File: src/sv/dots_pkg.sv
package dots_pkg;

   // Sizing of the ready list and of the stored task identifiers.
   localparam int LIST_DEPTH   = 16;
   localparam int TASK_ID_BITS = 8;
   localparam int KEY_W        = 17;
   localparam int COUNT_W      = $clog2(LIST_DEPTH + 1);

   typedef logic signed [KEY_W-1:0] key_type;
   typedef logic [TASK_ID_BITS-1:0] tid_type;
   typedef logic [COUNT_W-1:0]      count_type;

   // Most negative key; aging stops here.
   localparam key_type KEY_MIN = {1'b1, {(KEY_W - 1){1'b0}}};

   // Item kinds on the request channel.
   typedef enum logic {
      MODE_LOAD = 1'b0,
      MODE_TICK = 1'b1
   } mode_type;

   // Result codes on the response channel.
   typedef enum logic [1:0] {
      STATUS_ACCEPT   = 2'd0,
      STATUS_DROP     = 2'd1,
      STATUS_DISPATCH = 2'd2,
      STATUS_IDLE     = 2'd3
   } status_type;

   // Operation that every cell of the ready list performs.
   typedef enum logic [2:0] {
      OP_HOLD    = 3'd0,
      OP_AGE     = 3'd1,
      OP_INSERT  = 3'd2,
      OP_SHIFT   = 3'd3,
      OP_REQUEUE = 3'd4
   } cell_op_type;

   // Control that the top level hands to one cell.
   typedef struct packed {
      cell_op_type op;
      logic        occ;       // this cell holds a live entry
      logic        occ_next;  // the right neighbor holds a live entry
      key_type     new_key;
      tid_type     new_tid;
   } cell_ctl_type;

   typedef struct packed {
      logic        mode;
      logic [7:0]  task_id;
      logic [15:0] task_period;
      logic        exit_flag;
   } req_type;

   typedef struct packed {
      logic [1:0] status;
      logic [7:0] next_task;
   } rsp_type;

   // Decrement by one, saturating at the lowest key.
   function automatic key_type age_key(key_type k);
      return (k == KEY_MIN) ? k : key_type'(k - key_type'(1));
   endfunction

endpackage

File: src/sv/dots_cell.sv
module dots_cell (
   input  logic                  clock,
   input  dots_pkg::cell_ctl_type ctl,
   input  dots_pkg::key_type     left_key,
   input  dots_pkg::tid_type     left_tid,
   input  logic                  left_ge,
   input  dots_pkg::key_type     right_key,
   input  dots_pkg::tid_type     right_tid,
   output dots_pkg::key_type     key,
   output dots_pkg::tid_type     tid,
   output logic                  ge
);
   import dots_pkg::*;

   key_type key_ff, key_in;
   tid_type tid_ff, tid_in;

   // The insertion point lies at or before this slot when the slot is free or its key
   // is strictly larger; equal keys stay in front of the new entry.
   always_comb begin
      case (ctl.op)
         OP_INSERT:  ge = !ctl.occ || (key_ff > ctl.new_key);
         OP_REQUEUE: ge = !ctl.occ_next || (right_key > ctl.new_key);
         default:    ge = 1'b0;
      endcase
   end

   // Next contents of the slot, taken from itself, a neighbor or the broadcast entry.
   always_comb begin
      key_in = key_ff;
      tid_in = tid_ff;
      case (ctl.op)
         OP_AGE: begin
            key_in = age_key(key_ff);
         end
         OP_INSERT: begin
            if (ge && left_ge) begin
               key_in = left_key;
               tid_in = left_tid;
            end else if (ge) begin
               key_in = ctl.new_key;
               tid_in = ctl.new_tid;
            end
         end
         OP_SHIFT: begin
            key_in = right_key;
            tid_in = right_tid;
         end
         OP_REQUEUE: begin
            // The head leaves, so the list as seen here is shifted left by one.
            if (!ge) begin
               key_in = right_key;
               tid_in = right_tid;
            end else if (!left_ge) begin
               key_in = ctl.new_key;
               tid_in = ctl.new_tid;
            end
         end
         default: begin
            key_in = key_ff;
         end
      endcase
   end

   always_ff @(posedge clock) begin
      key_ff <= key_in;
      tid_ff <= tid_in;
   end

   assign key = key_ff;
   assign tid = tid_ff;

endmodule

File: src/sv/deadline_ordered_task_scheduler.sv
// Preemptive earliest-deadline-first scheduler for one processor. A load item
// inserts a task into a sorted ready list of LIST_DEPTH cells (behind equal keys)
// and answers in the cycle after its transfer; a load into a full list is dropped
// with status 1. A tick item first ages every key and the running task's remaining
// time, then in ST_EXEC dispatches, preempts or keeps the running task, or goes
// idle with an empty list, and writes the result. The list is a row of cells that
// shift entries to their neighbors. The block works on one item at a time; the
// next transfer is taken in ST_IDLE once the result register is free, so loads
// sustain one item every cycle while the receiver does not stall, and a tick holds
// off the next transfer until ST_EXEC is done.
module deadline_ordered_task_scheduler (
   input  logic              clock,
   input  logic              reset,
   input  logic              req_valid,
   output logic              req_stall,
   input  dots_pkg::req_type req,
   output logic              rsp_valid,
   input  logic              rsp_stall,
   output dots_pkg::rsp_type rsp
);
   import dots_pkg::*;

   typedef enum logic [1:0] {
      ST_IDLE = 2'b01,
      ST_EXEC = 2'b10
   } state_type;

   state_type    state_ff, state_in;
   count_type    count_ff, count_in;
   tid_type      run_tid_ff, run_tid_in;
   key_type      run_rem_ff, run_rem_in;
   logic         run_valid_ff, run_valid_in;
   logic         exit_ff, exit_in;
   rsp_type      rsp_ff, rsp_in;
   logic         rsp_valid_ff, rsp_valid_in;

   cell_op_type  op;
   key_type      new_key;
   tid_type      new_tid;
   logic         req_take;
   logic         full;
   logic         preempt;

   key_type      cell_key [LIST_DEPTH];
   tid_type      cell_tid [LIST_DEPTH];
   logic         cell_ge  [LIST_DEPTH];
   cell_ctl_type cell_ctl [LIST_DEPTH];

   assign req_stall = (state_ff != ST_IDLE) || (rsp_valid_ff && rsp_stall);
   assign req_take  = req_valid && !req_stall;
   assign full      = (count_ff == count_type'(LIST_DEPTH));
   assign preempt   = (count_ff != '0) && (cell_key[0] < run_rem_ff);

   // Sequencing of one item and the scheduling decision.
   always_comb begin
      state_in     = state_ff;
      count_in     = count_ff;
      run_tid_in   = run_tid_ff;
      run_rem_in   = run_rem_ff;
      run_valid_in = run_valid_ff;
      exit_in      = exit_ff;
      rsp_in       = rsp_ff;
      rsp_valid_in = rsp_valid_ff && rsp_stall;
      op           = OP_HOLD;
      new_key      = run_rem_ff;
      new_tid      = run_tid_ff;
      case (state_ff)
         ST_IDLE: begin
            if (req_take && (req.mode == MODE_TICK)) begin
               op         = OP_AGE;
               run_rem_in = age_key(run_rem_ff);
               exit_in    = req.exit_flag;
               state_in   = ST_EXEC;
            end else if (req_take) begin
               rsp_valid_in     = 1'b1;
               rsp_in.next_task = '0;
               if (full) begin
                  rsp_in.status = STATUS_DROP;
               end else begin
                  op            = OP_INSERT;
                  new_key       = key_type'({1'b0, req.task_period});
                  new_tid       = req.task_id[TASK_ID_BITS-1:0];
                  count_in      = count_ff + count_type'(1);
                  rsp_in.status = STATUS_ACCEPT;
               end
            end
         end
         ST_EXEC: begin
            state_in     = ST_IDLE;
            rsp_valid_in = 1'b1;
            if (exit_ff || !run_valid_ff) begin
               if (count_ff == '0) begin
                  run_valid_in     = 1'b0;
                  rsp_in.status    = STATUS_IDLE;
                  rsp_in.next_task = '0;
               end else begin
                  op               = OP_SHIFT;
                  run_tid_in       = cell_tid[0];
                  run_rem_in       = cell_key[0];
                  run_valid_in     = 1'b1;
                  count_in         = count_ff - count_type'(1);
                  rsp_in.status    = STATUS_DISPATCH;
                  rsp_in.next_task = 8'(cell_tid[0]);
               end
            end else if (preempt) begin
               // The head takes over; the running task goes back into the list.
               op               = OP_REQUEUE;
               run_tid_in       = cell_tid[0];
               run_rem_in       = cell_key[0];
               rsp_in.status    = STATUS_DISPATCH;
               rsp_in.next_task = 8'(cell_tid[0]);
            end else begin
               rsp_in.status    = STATUS_DISPATCH;
               rsp_in.next_task = 8'(run_tid_ff);
            end
         end
         default: begin
            state_in = ST_IDLE;
         end
      endcase
   end

   // Row of list cells, each linked to both neighbors.
   for (genvar i = 0; i < LIST_DEPTH; i++) begin : g_cell
      key_type left_key, right_key;
      tid_type left_tid, right_tid;
      logic    left_ge;

      assign cell_ctl[i].op       = op;
      assign cell_ctl[i].occ      = count_ff > count_type'(i);
      assign cell_ctl[i].occ_next = count_ff > count_type'(i + 1);
      assign cell_ctl[i].new_key  = new_key;
      assign cell_ctl[i].new_tid  = new_tid;

      if (i == 0) begin : g_first
         assign left_key = '0;
         assign left_tid = '0;
         assign left_ge  = 1'b0;
      end else begin : g_inner_left
         assign left_key = cell_key[i-1];
         assign left_tid = cell_tid[i-1];
         assign left_ge  = cell_ge[i-1];
      end

      if (i == LIST_DEPTH - 1) begin : g_last
         assign right_key = '0;
         assign right_tid = '0;
      end else begin : g_inner_right
         assign right_key = cell_key[i+1];
         assign right_tid = cell_tid[i+1];
      end

      dots_cell u_cell (
         .clock     (clock),
         .ctl       (cell_ctl[i]),
         .left_key  (left_key),
         .left_tid  (left_tid),
         .left_ge   (left_ge),
         .right_key (right_key),
         .right_tid (right_tid),
         .key       (cell_key[i]),
         .tid       (cell_tid[i]),
         .ge        (cell_ge[i])
      );
   end

   // Control and running-task registers.
   always_ff @(posedge clock) begin
      if (reset) begin
         state_ff     <= ST_IDLE;
         count_ff     <= '0;
         run_tid_ff   <= '0;
         run_rem_ff   <= '0;
         run_valid_ff <= 1'b0;
         rsp_valid_ff <= 1'b0;
      end else begin
         state_ff     <= state_in;
         count_ff     <= count_in;
         run_tid_ff   <= run_tid_in;
         run_rem_ff   <= run_rem_in;
         run_valid_ff <= run_valid_in;
         rsp_valid_ff <= rsp_valid_in;
      end
   end

   // Payload registers.
   always_ff @(posedge clock) begin
      exit_ff <= exit_in;
      rsp_ff  <= rsp_in;
   end

   assign rsp_valid = rsp_valid_ff;
   assign rsp       = rsp_ff;

endmodule

File: config.mk
export PLATFORM = sky130hd
export DESIGN_NAME = deadline_ordered_task_scheduler
export DESIGN_NICKNAME = d
export VERILOG_FILES = /design/src/sv/dots_pkg.sv /design/src/sv/dots_cell.sv /design/src/sv/deadline_ordered_task_scheduler.sv
export SDC_FILE = /design/constraint.sdc
export NUM_CORES = 2
export LEC_CHECK = 0
export BUFFER_PORTS_ARGS = -buffer_cell sky130_fd_sc_hd__buf_2
export CAP_MARGIN = 20
export CORE_MARGIN = 5
export CORE_UTILIZATION = 45
export DETAILED_ROUTE_END_ITERATION = 8
export PLACE_DENSITY = 0.63
export SLEW_MARGIN = 10
export SYNTH_ARGS = -nofsm -noshare
export SYNTH_HDL_FRONTEND = slang
export SYNTH_SLANG_ARGS = --single-unit
File: constraint.sdc
create_clock -name clock -period 13.1 [get_ports clock]
set_input_delay 1.31 -clock clock [delete_from_list [all_inputs] [get_ports clock]]
set_output_delay 1.31 -clock clock [all_outputs]
set_load 0.02 [all_outputs]
==> Word-level counts from Yosys, hierarchy flattened <==
Cells that the tools add are included.
{ "op_classes": {"n_addsub": 19, "magnitude_cmp": 35, "eq_ne": 82, "muxes": 229, "n_bitwise": 1, "reduce_logical": 102} }
{ "ops": {"columns": ["cell", "count"], "rows": [
  ["2-to-1 mux 17 bit", 87],
  ["case mux 17 bit (4 select lines)", 16],
  ["2-to-1 mux 8 bit", 70],
  ["case mux 8 bit (3 select lines)", 16],
  ["equality test 17 bit (second input constant)", 17],
  ["subtractor 17 x 2 -> 17 bit (second input constant)", 17],
  ["> comparator 17 bit", 16],
  ["AND reduction 4 bit", 15],
  ["AND reduction 3 bit", 18],
  ["inequality test 3 bit (second input constant)", 17],
  ["inequality test 2 bit (second input constant)", 24],
  ["inequality test 3 x 1 -> 1 bit (second input constant)", 15],
  ["> comparator 5 x 4 -> 1 bit (second input constant)", 8],
  ["case mux 1 bit (2 select lines)", 17],
  ["case mux 17 bit (2 select lines)", 1],
  ["2-to-1 mux 10 bit", 3],
  ["2-to-1 mux 5 bit", 5],
  ["> comparator 5 x 3 -> 1 bit (second input constant)", 4],
  ["case mux 10 bit (2 select lines)", 1],
  ["logical AND 1 bit", 19],
  ["zero test 1 bit", 19],
  ["logical OR 1 bit", 19],
  ["> comparator 1 x 17 -> 1 bit (first input constant)", 1],
  ["less-than comparator 17 bit", 1],
  ["28 further kinds", 42]
]} }
{ "word_totals": {"register_bits": 445, "word_cells": 509} }

==> Longest topological paths before layout <==
{ "logic_depth": {"word_depth": 13, "mapped_depth": 24, "mapped_depth_nobuf": 17} }

==> Modules after synthesis <==
From an unflattened synthesis, not the netlist that was laid out.
{ "unflattened": {"cells_unflattened": 6053, "hier_area_um2": 52101.2} }
{ "modules_own_cells": {"columns": ["mod", "instances", "cells_each", "area_each_um2", "seq_area_each_um2"], "rows": [
  ["dots_cell (g_cell[0].u_cell ...)", 11, 346, 3064.2, 750.7],
  ["dots_cell (g_cell[6].u_cell ...)", 3, 343, 2902.8, 750.7],
  ["deadline_ordered_task_scheduler", 1, 437, 3382.0, 1011.0],
  ["dots_cell (g_cell[5].u_cell)", 1, 401, 3236.9, 750.7],
  ["dots_cell (g_cell[9].u_cell)", 1, 380, 3067.9, 750.7]
]} }

==> Worst setup path after synthesis <==
Ideal clock, no wire load.
{ "synth_path": {"path_type": "input to register", "start": "input port req_valid", "end": "register g_cell[4].u_cell.key_ff[0], enable pin", "setup_ps": 423, "t_arrival_ps": 7063, "required_ps": 12677, "slack_ps": 5614, "cell_stages": 18, "path_buffers": 4, "cell_sequence": "a21bo_2 > a2111oi_4 > clkbuf_1 > a21o_1 > clkbuf_1 > buf_1 > inv_1 > ha_1 > o21ai_0 > o221ai_1 > a2111oi_0 > o21ai_0 > a311oi_2 > nor2_4 > buf_2 > nor2_1 > mux2_1 > a311oi_1"} }
{ "synth_via": {"elab_chain_len": 10} }
{ "synth_rtl": {"columns": ["element", "line", "rtl"], "rows": [
  ["start: declaration", "deadline_ordered_task_scheduler.sv:14", "input logic req_valid,"],
  ["logical AND 1 bit (*)", "deadline_ordered_task_scheduler.sv:50", "assign req_take = req_valid && !req_stall;"],
  ["2-to-1 mux 17 bit / logical AND 1 bit (equally long branches)", "deadline_ordered_task_scheduler.sv:74, deadline_ordered_task_scheduler.sv:69", null],
  ["2-to-1 mux 17 bit", "deadline_ordered_task_scheduler.sv:69", "if (req_take && (req.mode == MODE_TICK)) begin"],
  ["2-to-1 mux 17 bit", "deadline_ordered_task_scheduler.sv:67", "case (state_ff)"],
  ["> comparator 17 bit (on tied branches)", "dots_cell.sv:23, dots_cell.sv:22", null],
  ["logical OR 1 bit (on tied branches)", "dots_cell.sv:23, dots_cell.sv:22", null],
  ["case mux 1 bit (2 select lines)", "dots_cell.sv:21", "case (ctl.op)"],
  ["logical AND 1 bit", "dots_cell.sv:37", "if (ge && left_ge) begin"],
  ["inequality test 3 x 1 -> 1 bit (no line)", null, null],
  ["AND reduction 4 bit (no line) (*)", null, null],
  ["end signal: assignment", "dots_cell.sv:66", "key_ff <= key_in;"],
  ["end: declaration", "dots_cell.sv:15", "key_type key_ff, key_in;"]
]} }
Every way passes the cells marked *; elsewhere a longest branch is shown, timed or not.
A chain may end at the register's enable or synchronous reset.

==> Final worst setup path <==
{ "layout_path": {"start": "register count_ff[2]", "end": "register g_cell[4].u_cell.tid_ff[5], enable pin"} }
{ "layout_via": {"elab_chain_len": 11} }
{ "layout_rtl": {"columns": ["element", "line", "rtl"], "rows": [
  ["start: declaration", "deadline_ordered_task_scheduler.sv:29", "count_type count_ff, count_in;"],
  ["start signal: assignment", "deadline_ordered_task_scheduler.sv:178", "count_ff <= count_in;"],
  ["equality test 5 bit", "deadline_ordered_task_scheduler.sv:51", "assign full = (count_ff == count_type'(LIST_DEPTH));"],
  ["2-to-1 mux 17 bit", "deadline_ordered_task_scheduler.sv:77", "if (full) begin"],
  ["2-to-1 mux 17 bit", "deadline_ordered_task_scheduler.sv:74", "end else if (req_take) begin"],
  ["2-to-1 mux 17 bit", "deadline_ordered_task_scheduler.sv:69", null],
  ["2-to-1 mux 17 bit", "deadline_ordered_task_scheduler.sv:67", null],
  ["> comparator 17 bit (on tied branches)", "dots_cell.sv:23, dots_cell.sv:22", null],
  ["logical OR 1 bit (on tied branches)", "dots_cell.sv:23, dots_cell.sv:22", null],
  ["case mux 1 bit (2 select lines)", "dots_cell.sv:21", null],
  ["logical AND 1 bit", "dots_cell.sv:37", null],
  ["inequality test 3 x 1 -> 1 bit (no line)", null, null],
  ["AND reduction 3 bit (no line) (*)", null, null],
  ["end signal: assignment", "dots_cell.sv:67", "tid_ff <= tid_in;"],
  ["end: declaration", "dots_cell.sv:16", "tid_type tid_ff, tid_in;"]
]} }
Marks and branches as above.

==> metrics.md <==
| Metric | Value |
|---|---|
| Critical Setup Path Class | `flop to flop` |
| Post-synthesis compound-gate area fraction | `0.238` |
| Buffers from clock root to sink, at most | `3` |
| Worst supply voltage drop on vdd | `0.117 mV` |
| Synth Area in Adders | `0.105` |
| Layout cells sized above 1 | `0.0865` |
| Number of CTS-inserted buffers | `55` |
| Final period utilization | `0.579` |
| Flip-flop and latch count after synthesis | `445` |
| Worst hold path class | `flop to flop` |
| Area fraction of the dominant cell type after synthesis | `0.331` |
| Number of design-rule violations left by the first detailed-router iteration | `roughly 5.2k` |
| Largest net degree at the start of global routing | `between 150 and 200` |
| Total of endpoints with negative setup slack in the final report | `0` |
| Number of buffers added for setup after CTS | `0` |
| Number of max-cap violations | `0` |
| Post-detailed-placement half-perimeter wirelength | `109 mm` |
| Final standard cell area without fillers | `40600 µm²` |
| Routed vias/inst | `about 7.2` |
| First-pass GRT wire length | `approximately 230 mm` |
| Sink of the worst hold path | `run_valid_ff` |
| Clock latency at the later pin of the worst-skew pair | `about 0.64 ns` |
| Proportion of synthesized flip-flops having asynchronous set or reset | `0` |
| Fraction of the core area covered by cells at the end of the flow | `0.494` |
| Avg Inst Size Synth | `~9.4 µm²` |
| Setup Skew | `0.0314 ns` |
| Post-synthesis mux area share | `0.0692` |
| Synth Cell Area | `between 30000 and 40000 µm²` |
| Die X-Extent | `roughly 300 µm` |
| Seq/Total Area, Yosys | `0.349` |
| Area of the die | `around 89000 µm²` |
| Vias post-DR | `approximately 36k` |
| Tightest slew margin relative to the limit | `0.206` |
| Remaining routing DRC violations | `0` |
| Arr. time, crit path | `around 7.8 ns` |
| Cell chosen for the clock root | `clkbuf_16` |
| Area fraction in and, or, nand and nor cells after synthesis | `0.141` |
| Number of hold buffers added after cts | `0` |
| Setup_tns | `0 ns` |
| End of the worst register-to-register path | `g_cell[4].u_cell.tid[5]` |
| Routed wire per std cell | `around 31 µm` |
| Power per Cell Area | `160 nW/µm²` |
| Post-place instance area | `between 30000 and 40000 µm²` |
| Standard cell with the maximum stage delay on the critical path | `dfxtp_1` |
| Warning count from the yosys run | `0` |
| Nets | `around 4.2k` |
| Floorplan core area | `roughly 80000 µm²` |
| Synth Instances | `just under 4k` |
| Antenna-violating nets left | `0` |
| Most used flip-flop cell after synthesis | `edfxtp_1` |
| Placement Rows | `105` |
| Maximum level of the CTS H-tree | `2` |
| Global route total overflow | `0` |
| Hold-critical path depth | `2` |
| Capturing element type of the critical path | `flop` |
| Filler cells | `around 7.7k` |
| Nature of the critical path startpoint | `flop` |
| Crit path cell chain | `nor4_4 -> a2111oi_4 -> buf_4 -> nor2_1 -> a21o_1 -> buf_4 -> inv_1 -> buf_4 -> ha_1 -> nand4_1 -> o221ai_1 -> a2111oi_0 -> o21ai_0 -> a311oi_2 -> nor2_4 -> nor2_1 -> mux2_1 -> nor2_1` |
| Number of instances resized during post-cts repair | `0` |
| Reg2Reg Setup Slack | `~5.5 ns` |
| PortBufs | `approximately 40` |
| Number of antenna violations at the first check in global routing | `9` |
| Placer congestion estimate | `~1.0` |
| Final Slew Violations | `0` |
| Cell family contributing the most delay on the critical path | `compound AO/OA/AOI/OAI gates` |
| Critical Path Stages | `18` |
| Post-layout minimum cycle time | `around 7.6 ns` |
| Clock input transition at the sequential cells of the worst setup and hold paths | `about 0.06 ns` |
| Effective utilization at floorplan | `0.455` |
| Total global routing track utilization | `0.331` |
| Number of enable-type register cells in the synthesized netlist | `between 400 and 500` |
| Final WL | `between 150 and 200 mm` |
| Power Total | `roughly 0.0065 W` |
| Crit path buf inv count | `4` |
| Main combinational cell family by area after synthesis | `compound AO/OA/AOI/OAI gates` |
| Cell with the most instances after synthesis | `edfxtp_1` |
| Slowest stage delay, CP | `between 0.8 and 0.9 ns` |
| Post-synthesis xor/xnor area fraction | `0.0509` |
| Result of the run | `complete, no violations` |
| Synth top area cells | `edfxtp_1, ha_1, mux2i_1` |
| Fin. Hold Viols | `0` |
| Reg-to-Reg Start | `count_ff[2]` |
| Min-Delay Startpoint | `run_valid_ff` |
| TritonCTS clock tree | `built` |
| Number of detailed-routing iterations run before antenna repair | `9` |
| Actual slew at the worst max-slew pin | `1.19 ns` |
| Unrepaired setup endpoints after global routing | `no` |
| R2R cell count | `18` |
| Number of global-route vias before repair | `~33k` |
| Clock tree sinks | `~450` |
| Top fanout value on the critical path | `approximately 50` |
| Commonest cells in the netlist | `edfxtp_1, nor2_1, ha_1` |
| CP required | `between 10 and 15 ns` |
| Total leakage power | `around 15 nW` |
| Io pins | `42` |
| Area growth from synthesis to final layout | `8.77%` |
| Net Count, Synth | `about 4.3k` |
| Die height | `slightly below 300 µm` |
| Maximum frequency from static timing analysis | `approximately 0.13 GHz` |
| Cell type contributing the most total cell area after synthesis | `edfxtp_1` |
| Unique cell type count in the Yosys netlist | `102` |
==> worst max path at each step <==
stage,startpoint,end,slack [ns]
floorplan,req_valid,g_cell[4].u_cell.key[0],5.61
global placement,req_valid,g_cell[4].u_cell.tid[0],5.07
detailed placement,req_valid,g_cell[4].u_cell.tid[7],5.06
CTS,count_ff[2],g_cell[4].u_cell.tid[5],5.65
global route,count_ff[2],g_cell[4].u_cell.tid[6],5.32
finish,count_ff[2],g_cell[4].u_cell.tid[5],5.51
==> per-layer routing <==
layer	up-vias	wire length, µm	global-route usage
met4	6	9520	0.167
met5	-	47	0
met2	2539	66500	0.497
li1	15400	-	-
met3	561	19100	0.0742
met1	17400	60800	0.450
==> state kept, by name, indices dropped and copies added, names as in the netlist <==
name,count
g_cell.u_cell.key,272
g_cell.u_cell.tid,128
run_rem_ff,17
rsp,10
run_tid_ff,8
count_ff,5
state_ff,2
exit_ff,1
rsp_valid,1
run_valid_ff,1
==> cells in the final DEF (no fill, tap or decap), types with 14 or more instances in the layout <==
cell type and n:
dfxtp_1 34, nand3_1 139, a21oi_1 153, a222oi_1 24
a32oi_1 37, o21ai_1 16, nor2_1 338, a221o_1 15
nor3_1 107, nand2b_1 21, xor2_1 104, or4_1 25
nor4_1 40, a22oi_1 154, nor2b_1 26, a22o_1 20
a21o_1 66, buf_2 41, nand4_1 40, ha_1 314
o221ai_1 22, clkbuf_16 57, a31oi_1 24, mux2i_1 229
and3_1 23, mux2_2 17, xnor2_1 113, o22ai_1 84
or3_1 45, clkinv_1 14, edfxtp_1 411, o211ai_1 29
o31ai_1 19, nand2_1 188, buf_4 108, a211oi_1 27
inv_1 110, a221oi_1 208, o21ai_0 227
==> where the power goes <==
part	switching (W)	internal, W
registers	0.000475	0.00190
clock network	0.000697	0.000950
logic	0.00156	0.000908
total	0.00273	0.00375
==> per-stage QoR <==
step	hold slack, ns	cells	worst slack [ns]
global route	0.504	4991	5.32
detailed placement	0.466	4883	5.06
CTS	0.474	4987	5.65
global placement	0.458	4881	5.07
floorplan	0.445	3967	5.61
finish	0.476	4992	5.51
==> worst reg2reg max path: cells and delay by family, from the launching register on <==
kind	cells	cell delay [ns]
compound gates	6	2.17
buf+inv	4	1.77
simple gates	6	1.73
flops	1	0.81
mux	1	0.40
fa+ha+maj	1	0.31
==> cell families after synthesis <==
logic type | Yosys count
and+or+nand+nor | 1079
buffers and inverters | 419
muxes | 255
AOI/OAI and AO/OA | 1238
adders and majority gates | 314
DFF | 445
xor gates and xnor gates | 217
==> area by class of cell <==
class	count	area (µm²)	area share
Antenna cell	1	2.50	0.0000616
Sequential cell	445	13000	0.321
Clock buffer	61	1440	0.0355
Clock inverter	43	440	0.0108
Inverter	112	420	0.0104
Timing Repair Buffer	157	1170	0.0289
Multi-Input combinational cell	3103	22800	0.561
Tap cell	1070	1340	0.0330
No activity file was read; power rests on OpenSTA's default activity.
